[src/sv/pavg_pkg.sv]
// ----------------------------------------------------------------------------
// pavg_pkg
// Shared types and constants of the pressure moving-average trip block.
// ----------------------------------------------------------------------------
package pavg_pkg;

  localparam int WINDOW = 8;   // boxcar length, power of two
  localparam int HITS   = 3;   // consecutive hits that latch a fault
  localparam int PORTS  = 2;   // sensor ports

  localparam int SAMPLE_W = 14;
  localparam int PORT_W   = 1;
  localparam int IDX_W    = (WINDOW > 1) ? $clog2(WINDOW) : 1;
  localparam int SHIFT    = $clog2(WINDOW);
  localparam int TOTAL_W  = SAMPLE_W + SHIFT;
  localparam int HIT_W    = $clog2(HITS + 1);

  localparam int CFG_IDX_W  = 2;
  localparam int CFG_DATA_W = 14;

  localparam logic [SAMPLE_W-1:0] LIMIT_RESET = SAMPLE_W'(8000);

  typedef enum logic [CFG_IDX_W-1:0] {
    CFG_SAFETY_EN = 2'd0,
    CFG_LIMIT0    = 2'd1,
    CFG_LIMIT1    = 2'd2
  } cfg_idx_e;

  typedef enum logic {
    CMD_SAMPLE = 1'b0,
    CMD_CLEAR  = 1'b1
  } cmd_e;

  typedef struct packed {
    logic                command;
    logic [PORT_W-1:0]   port;
    logic [SAMPLE_W-1:0] sample;
  } in_item_t;

  typedef struct packed {
    logic [PORT_W-1:0]   port_out;
    logic [SAMPLE_W-1:0] average;
    logic                fault_latched;
    logic                trip;
  } out_item_t;

  // control from the top level to one port's channel
  typedef struct packed {
    logic en;        // item for this port advances this cycle
    logic clear;     // item is a clear command
    logic clr_hits;  // configuration write clears the hit count
  } chan_ctrl_t;

  // result of one port's channel for the item in flight
  typedef struct packed {
    logic [SAMPLE_W-1:0] average;
    logic                fault_latched;
    logic                trip;
  } chan_res_t;

endpackage

[src/sv/pavg_cfg.sv]
// ----------------------------------------------------------------------------
// pavg_cfg
// Configuration registers: safety enable and per-port limits.
// ----------------------------------------------------------------------------
module pavg_cfg (
  input  logic                                        clk_i,
  input  logic                                        rst_ni,
  input  logic                                        cfg_we_i,
  input  logic [pavg_pkg::CFG_IDX_W-1:0]              cfg_idx_i,
  input  logic [pavg_pkg::CFG_DATA_W-1:0]             cfg_data_i,
  output logic                                        safety_en_o,
  output logic [pavg_pkg::PORTS-1:0][pavg_pkg::SAMPLE_W-1:0] limit_o,
  output logic [pavg_pkg::PORTS-1:0]                  clr_hits_o
);

  logic                                               safety_en_q, safety_en_d;
  logic [pavg_pkg::PORTS-1:0][pavg_pkg::SAMPLE_W-1:0] limit_q, limit_d;
  logic [pavg_pkg::PORTS-1:0]                         clr_hits;

  always_comb begin
    safety_en_d = safety_en_q;
    limit_d     = limit_q;
    clr_hits    = '0;
    if (cfg_we_i) begin
      unique case (pavg_pkg::cfg_idx_e'(cfg_idx_i))
        pavg_pkg::CFG_SAFETY_EN: begin
          safety_en_d = cfg_data_i[0];
          clr_hits    = '1;
        end
        pavg_pkg::CFG_LIMIT0: begin
          limit_d[0]  = cfg_data_i[pavg_pkg::SAMPLE_W-1:0];
          clr_hits[0] = 1'b1;
        end
        pavg_pkg::CFG_LIMIT1: begin
          if (pavg_pkg::PORTS > 1) begin
            limit_d[pavg_pkg::PORTS-1]  = cfg_data_i[pavg_pkg::SAMPLE_W-1:0];
            clr_hits[pavg_pkg::PORTS-1] = 1'b1;
          end
        end
        default: ;  // unknown index: ignored
      endcase
    end
  end

  always_ff @(posedge clk_i or negedge rst_ni) begin
    if (!rst_ni) begin
      safety_en_q <= 1'b1;
      limit_q     <= {pavg_pkg::PORTS{pavg_pkg::LIMIT_RESET}};
    end else begin
      safety_en_q <= safety_en_d;
      limit_q     <= limit_d;
    end
  end

  assign safety_en_o = safety_en_q;
  assign limit_o     = limit_q;
  assign clr_hits_o  = clr_hits;

endmodule

[src/sv/pavg_chan.sv]
// ----------------------------------------------------------------------------
// pavg_chan
// One port: sample ring, running total, hit counter and fault latch.
// ----------------------------------------------------------------------------
module pavg_chan (
  input  logic                          clk_i,
  input  logic                          rst_ni,
  input  pavg_pkg::chan_ctrl_t          ctrl_i,
  input  logic [pavg_pkg::SAMPLE_W-1:0] sample_i,
  input  logic [pavg_pkg::SAMPLE_W-1:0] limit_i,
  input  logic                          safety_en_i,
  output pavg_pkg::chan_res_t           res_o
);

  logic [pavg_pkg::WINDOW-1:0][pavg_pkg::SAMPLE_W-1:0] ring_q, ring_d;
  logic [pavg_pkg::IDX_W-1:0]   idx_q, idx_d;
  logic [pavg_pkg::TOTAL_W-1:0] total_q, total_d, total_new;
  logic [pavg_pkg::HIT_W-1:0]   hits_q, hits_d, hits_inc;
  logic                         fault_q, fault_d;
  logic [pavg_pkg::SAMPLE_W-1:0] avg_new, avg_cur;
  logic                         armed;
  logic                         trip;

  // oldest sample leaves, new one enters
  assign total_new = total_q - pavg_pkg::TOTAL_W'(ring_q[idx_q])
                             + pavg_pkg::TOTAL_W'(sample_i);
  assign avg_new   = pavg_pkg::SAMPLE_W'(total_new >> pavg_pkg::SHIFT);
  assign avg_cur   = pavg_pkg::SAMPLE_W'(total_q >> pavg_pkg::SHIFT);
  assign armed     = safety_en_i && (limit_i != '0) && !fault_q;
  assign hits_inc  = hits_q + pavg_pkg::HIT_W'(1);

  always_comb begin
    ring_d  = ring_q;
    idx_d   = idx_q;
    total_d = total_q;
    hits_d  = hits_q;
    fault_d = fault_q;
    trip    = 1'b0;
    res_o.average = avg_cur;
    if (ctrl_i.clr_hits) begin
      hits_d = '0;
    end
    if (ctrl_i.en) begin
      if (ctrl_i.clear) begin
        fault_d = 1'b0;
        hits_d  = '0;
      end else begin
        ring_d[idx_q] = sample_i;
        total_d       = total_new;
        idx_d         = (idx_q == pavg_pkg::IDX_W'(pavg_pkg::WINDOW - 1)) ?
                        '0 : idx_q + pavg_pkg::IDX_W'(1);
        res_o.average = avg_new;
        if (armed) begin
          if (avg_new > limit_i) begin
            if (int'(hits_inc) >= pavg_pkg::HITS) begin
              hits_d  = '0;
              fault_d = 1'b1;
              trip    = 1'b1;
            end else begin
              hits_d = hits_inc;
            end
          end else begin
            hits_d = '0;
          end
        end
      end
    end
    res_o.fault_latched = fault_d;
    res_o.trip          = trip;
  end

  always_ff @(posedge clk_i or negedge rst_ni) begin
    if (!rst_ni) begin
      ring_q  <= '0;
      idx_q   <= '0;
      total_q <= '0;
      hits_q  <= '0;
      fault_q <= 1'b0;
    end else begin
      ring_q  <= ring_d;
      idx_q   <= idx_d;
      total_q <= total_d;
      hits_q  <= hits_d;
      fault_q <= fault_d;
    end
  end

endmodule

[src/sv/pressure_average_overlimit_trip.sv]
// ----------------------------------------------------------------------------
// pressure_average_overlimit_trip
// Per-port boxcar moving average of pressure samples with over-limit trip.
// ----------------------------------------------------------------------------
// Takes one beat per clock while the output drains and gives one result
// beat for every input beat, in order. A beat waits in the input register;
// when it advances, the port's ring, running total, hit counter and fault
// latch are updated and the result is captured in the output register, so
// sustained rate is one beat per cycle whenever out_ready_i is high.
// The throughput is set by the read-modify-write of the port's state in
// that same step; back-to-back beats for the same port see each other's
// updates. Configuration writes (safety enable, per-port limits) are
// registered and clear the affected hit counters; issue them only while idle.
// ----------------------------------------------------------------------------
module pressure_average_overlimit_trip (
  input  logic                              clk_i,
  input  logic                              rst_ni,
  input  logic                              in_valid_i,
  output logic                              in_ready_o,
  input  pavg_pkg::in_item_t                in_item_i,
  output logic                              out_valid_o,
  input  logic                              out_ready_i,
  output pavg_pkg::out_item_t               out_item_o,
  input  logic                              cfg_we_i,
  input  logic [pavg_pkg::CFG_IDX_W-1:0]    cfg_idx_i,
  input  logic [pavg_pkg::CFG_DATA_W-1:0]   cfg_data_i
);

  logic                 in_valid_q;
  pavg_pkg::in_item_t   in_q;
  logic                 out_valid_q;
  pavg_pkg::out_item_t  out_q, out_d;
  logic                 adv;
  logic                 port_ok;

  logic                                               safety_en;
  logic [pavg_pkg::PORTS-1:0][pavg_pkg::SAMPLE_W-1:0] limit;
  logic [pavg_pkg::PORTS-1:0]                         clr_hits;
  pavg_pkg::chan_ctrl_t [pavg_pkg::PORTS-1:0]         ctrl;
  pavg_pkg::chan_res_t  [pavg_pkg::PORTS-1:0]         res;

  // held beat moves to the output register when that is free or draining
  assign adv        = in_valid_q && (!out_valid_q || out_ready_i);
  assign in_ready_o = !in_valid_q || adv;
  assign port_ok    = int'(in_q.port) < pavg_pkg::PORTS;

  always_ff @(posedge clk_i or negedge rst_ni) begin
    if (!rst_ni) begin
      in_valid_q <= 1'b0;
    end else if (in_ready_o) begin
      in_valid_q <= in_valid_i;
    end
  end

  always_ff @(posedge clk_i) begin
    if (in_ready_o && in_valid_i) begin
      in_q <= in_item_i;
    end
  end

  pavg_cfg u_cfg (
    .clk_i       (clk_i),
    .rst_ni      (rst_ni),
    .cfg_we_i    (cfg_we_i),
    .cfg_idx_i   (cfg_idx_i),
    .cfg_data_i  (cfg_data_i),
    .safety_en_o (safety_en),
    .limit_o     (limit),
    .clr_hits_o  (clr_hits)
  );

  for (genvar p = 0; p < pavg_pkg::PORTS; p++) begin : g_chan
    assign ctrl[p].en       = adv && (int'(in_q.port) == p);
    assign ctrl[p].clear    = (in_q.command == pavg_pkg::CMD_CLEAR);
    assign ctrl[p].clr_hits = clr_hits[p];

    pavg_chan u_chan (
      .clk_i       (clk_i),
      .rst_ni      (rst_ni),
      .ctrl_i      (ctrl[p]),
      .sample_i    (in_q.sample),
      .limit_i     (limit[p]),
      .safety_en_i (safety_en),
      .res_o       (res[p])
    );
  end

  // absent port: nothing changes and the result carries the port with zero fields
  always_comb begin
    out_d               = '0;
    out_d.port_out      = in_q.port;
    if (port_ok) begin
      out_d.average       = res[in_q.port].average;
      out_d.fault_latched = res[in_q.port].fault_latched;
      out_d.trip          = res[in_q.port].trip;
    end
  end

  always_ff @(posedge clk_i or negedge rst_ni) begin
    if (!rst_ni) begin
      out_valid_q <= 1'b0;
    end else if (adv) begin
      out_valid_q <= 1'b1;
    end else if (out_ready_i) begin
      out_valid_q <= 1'b0;
    end
  end

  always_ff @(posedge clk_i) begin
    if (adv) begin
      out_q <= out_d;
    end
  end

  assign out_valid_o = out_valid_q;
  assign out_item_o  = out_q;

endmodule
[config.mk]
export PLATFORM = sky130hd
export DESIGN_NAME = pressure_average_overlimit_trip
export DESIGN_NICKNAME = d
export VERILOG_FILES = /design/src/sv/pavg_pkg.sv /design/src/sv/pavg_cfg.sv /design/src/sv/pavg_chan.sv /design/src/sv/pressure_average_overlimit_trip.sv
export SDC_FILE = /design/constraint.sdc
export NUM_CORES = 1
export LEC_CHECK = 0
export ABC_AREA = 1
export BUFFER_PORTS_ARGS = -buffer_cell sky130_fd_sc_hd__buf_2
export CAP_MARGIN = 20
export CORE_ASPECT_RATIO = 1.2
export CORE_MARGIN = 4
export CORE_UTILIZATION = 55
export CTS_CLUSTER_DIAMETER = 30
export DETAILED_ROUTE_END_ITERATION = 10
export GPL_TIMING_DRIVEN = 0
export PLACE_DENSITY = 0.72
export SYNTH_ARGS = -nofsm -noshare
export SYNTH_HDL_FRONTEND = slang
export SYNTH_SLANG_ARGS = --single-unit
[constraint.sdc]
create_clock -name clk_i -period 6.1 [get_ports clk_i]
set_clock_uncertainty 0.05 [all_clocks]
set_input_delay 0.305 -clock clk_i [delete_from_list [all_inputs] [get_ports clk_i]]
set_output_delay 0.305 -clock clk_i [all_outputs]
set_load 0.01 [all_outputs]
==> impl_metrics.json <==
{
  "run_status": "finished clean",
  "track_usage_pct": 30.4,
  "clkLatencyLatePin_ps": 570,
  "insertedDiodeCount": 0,
  "floorplan.core_area_um2": 31600,
  "cell_types_with_the_highest_counts_after_synthesis": "sky130_fd_sc_hd__nand2_1, sky130_fd_sc_hd__inv_1, sky130_fd_sc_hd__dfrtp_1",
  "slew_violations": 0,
  "initial_utilization_pct": 56.1,
  "ys_ff_latch": 334,
  "synth_cell_types": 45,
  "setup_viol": 0,
  "numPlacedInstances": 2604,
  "reg_to_reg_setup_timing_slack_ps": 860,
  "async_reset_ff_share_pct": 90.1,
  "route.detailed.drc": 0,
  "holdCritPathClass": "in2reg",
  "yosysMostFrequentCell": "sky130_fd_sc_hd__nand2_1",
  "grt_pass1_wl_mm": 83.0,
  "final.setup.tns_ps": 0,
  "proportion_of_synthesized_chip_area_in_sequential_cells_pct": 48.1,
  "postSynthAreaPerCell_um2": 8.27,
  "post_synth_main_area_contributors": "sky130_fd_sc_hd__dfrtp_1, sky130_fd_sc_hd__nand2_1, sky130_fd_sc_hd__o21ai_0",
  "critPathArrivalTime_ps": 5620,
  "critPathMaxFanout": 10,
  "cts_resized": 0,
  "worst-r2r-cell-count": 29,
  "worst_setup_path_end_kind": "flip-flop",
  "htree_num_levels": 3,
  "die-width_um": 172,
  "finalWirelength_mm": 53.0,
  "clk_root_buffer_cell": "sky130_fd_sc_hd__clkbuf_16",
  "final_nets": 2433,
  "synth.net_count": 2277,
  "critPathKind": "reg2reg",
  "drive_gt1_share_pct": 11.5,
  "critical_path.most_common_cell": "sky130_fd_sc_hd__nand2_1",
  "fp.dieH_um": 205,
  "syn_inst": 2146,
  "die-area_um2": 35200,
  "max-cap-violations": 0,
  "avgViaCountPerCell": 5.63,
  "initial_antenna_violation_count": 0,
  "layout.area.seq_um2": 8540,
  "fmax_mhz": 191,
  "firstDrtPassIters": 6,
  "grt_remaining_overflow": 0,
  "via_count_of_the_first_global_routing_pass": 15500,
  "synth_flop_cell": "sky130_fd_sc_hd__dfrtp_1",
  "drtAntennaViolNets": 0,
  "setup.worst_path.start_class": "flip-flop",
  "timing.critical_path.slowest_cell_delay_ps": 610,
  "transition_at_the_pin_with_the_smallest_max_transition_slack_ps": 1270,
  "rows": 71,
  "gp_routability_congestion": 0.946,
  "holdPathStages": 3,
  "timing.max_slew.rel_slack_pct": 15.6,
  "average_wire_per_cell_in_the_routed_design_um": 19.2,
  "hold_viol_final": 0,
  "grt_start_max_net_pins": 128,
  "synth-edff-count": 33,
  "critical_path.slowest_cell": "sky130_fd_sc_hd__a221oi_1",
  "cts-buffers-inserted": 66,
  "area.growth.synth_to_final_pct": 19.5,
  "route.vias.total": 15500,
  "clk_path_buf_depth": 3,
  "final_min_period_over_clock_period_pct": 85.9,
  "yosysWarningCount": 0,
  "synth_top_area_cell": "sky130_fd_sc_hd__dfrtp_1",
  "hpwl_mm": 36.9,
  "io_buffers": 55,
  "rsz0062_at_grt": "false",
  "multiInputGateArea_um2": 7570,
  "tritoncts": "yes",
  "num_io_pins": 56,
  "worst_ep_required_time_ps": 6480,
  "final_cells": 2756,
  "path_clk_slew_ps": 50,
  "numClockSinks": 334,
  "layout.filler_cells": 2555,
  "dr.first_iter.drc_count": 1472,
  "finalWorstPathRequiredPeriod_ps": 5240,
  "netlist_area_before_placement_um2": 17800,
  "synth_top_area_share_pct": 40.6
}
registers in the layout (all words and copies together), names as in the netlist:
register               cells
u_cfg.limit_o             28
u_cfg.safety_en_o          1
in_valid_q                 1
g_chan.u_chan.total_q     34
out_valid_o                1
in_q                      15
g_chan.u_chan.idx_q        6
g_chan.u_chan.ring_q     224
out_item_o                17
g_chan.u_chan.fault_q      2
ctrl                       1
g_chan.u_chan.hits_q       4
stage by stage:
step	instance area, µm²	util (%)	worst slack [ps]	hold slack, ps
2_1_floorplan	17800	-	1950	-40.6
3_3_place_gp	18500	58.6	-920	415
4_1_cts	21200	67.1	880	1.71
3_5_place_dp	18600	58.8	907	214
5_1_grt	21200	67.1	313	26.2
6_report	21200	67.1	860	9.18
final cells by class:
| class | count | share of cell area (%) |
|---|---|---|
| clock buffers | 82 | 8.55 |
| inverters | 335 | 5.95 |
| repair buffers | 88 | 3.07 |
| plain buffers | 76 | 1.81 |
| flip-flops and latches | 334 | 40.2 |
| well taps | 401 | 2.36 |
| clock inverters | 39 | 2.36 |
| multi-input cells | 1401 | 35.7 |
cells by family (layout without fill, tap and decap cells):
logic type | count (synthesis) | after routing | share of synthesized area [%]
simple gates | 894 | 894 | 21.2
xor+xnor | 9 | 9 | 0.444
fa+ha+maj | 94 | 94 | 7.81
compound gates | 404 | 404 | 13.2
buf+inv | 411 | 620 | 9.28
flops | 334 | 334 | 48.1
cell usage in the layout (no fill, tap or decap), types with 3 or more instances in the layout:
| master | n |
|---|---|
| sky130_fd_sc_hd__clkbuf_1 | 39 |
| sky130_fd_sc_hd__o21ai_2 | 10 |
| sky130_fd_sc_hd__xor2_1 | 7 |
| sky130_fd_sc_hd__clkbuf_8 | 6 |
| sky130_fd_sc_hd__nand2_4 | 10 |
| sky130_fd_sc_hd__clkinv_4 | 3 |
| sky130_fd_sc_hd__nor2_1 | 51 |
| sky130_fd_sc_hd__bufinv_16 | 9 |
| sky130_fd_sc_hd__nand3_1 | 104 |
| sky130_fd_sc_hd__a221oi_1 | 34 |
| sky130_fd_sc_hd__buf_6 | 3 |
| sky130_fd_sc_hd__inv_2 | 6 |
| sky130_fd_sc_hd__dfrtp_1 | 288 |
| sky130_fd_sc_hd__a22oi_1 | 26 |
| sky130_fd_sc_hd__ha_1 | 66 |
| sky130_fd_sc_hd__dlygate4sd3_1 | 31 |
| sky130_fd_sc_hd__o21ai_0 | 255 |
| sky130_fd_sc_hd__inv_6 | 4 |
| sky130_fd_sc_hd__clkbuf_16 | 68 |
| sky130_fd_sc_hd__and3_1 | 5 |
| sky130_fd_sc_hd__dfstp_2 | 13 |
| sky130_fd_sc_hd__a21oi_1 | 32 |
| sky130_fd_sc_hd__o21a_1 | 7 |
| sky130_fd_sc_hd__edfxtp_1 | 33 |
| sky130_fd_sc_hd__and2_1 | 20 |
| sky130_fd_sc_hd__clkbuf_2 | 8 |
| sky130_fd_sc_hd__clkinvlp_4 | 9 |
| sky130_fd_sc_hd__o21ai_1 | 18 |
| sky130_fd_sc_hd__or2_2 | 6 |
| sky130_fd_sc_hd__nand2_1 | 658 |
| sky130_fd_sc_hd__nor3_1 | 8 |
| sky130_fd_sc_hd__nand2_2 | 7 |
| sky130_fd_sc_hd__buf_8 | 3 |
| sky130_fd_sc_hd__buf_2 | 83 |
| sky130_fd_sc_hd__nand4_1 | 17 |
| sky130_fd_sc_hd__fa_1 | 28 |
| sky130_fd_sc_hd__clkinv_2 | 11 |
| sky130_fd_sc_hd__inv_1 | 328 |
| sky130_fd_sc_hd__o2bb2ai_1 | 16 |
repair_timing:
item,CTS,global route
hold buffers,31,0
buffers inserted,0,0
endpoints found under the hold margin,92,0
final timing paths:
path	startpoint	endpoint
worst max-delay path	g_chan[1].u_chan.idx_q[2]$_DFFE_PN0P_	out_item_o[1]$_DFFE_PP_
worst min-delay path	cfg_data_i[13]	u_cfg.limit_o[13]$_DFFE_PN0P_
worst max register to register	g_chan[1].u_chan.idx_q[2]$_DFFE_PN0P_	out_item_o[1]$_DFFE_PP_
worst min register to register	g_chan[1].u_chan.ring_q[14]$_DFFE_PN0P_	g_chan[1].u_chan.ring_q[14]$_DFFE_PN0P_
max in group asynchronous	rst_ni	g_chan[1].u_chan.total_q[15]$_DFFE_PN0P_
min in group asynchronous	rst_ni	g_chan[0].u_chan.ring_q[47]$_DFFE_PN0P_
critical path, delay by kind of cell (launching register included):
family          cells  cell delay [ps]
fa+ha+maj           3             1130
flops               1              440
buf+inv             6              710
simple gates       17             1760
compound gates      3              990
metal layers:
layer  GRT usage [%]  part of all wire [%]  vias up
li1                -                     -     7254
met1            39.2                    40     7358
met2            49.6                    47      715
met3            5.04                   6.9      182
met4            15.4                   5.8        0
met5               0                     0        -
Power is left out: the tool's default activity adds up to more than one toggle a clock period on the data nets, which glitch-free logic cannot reach.
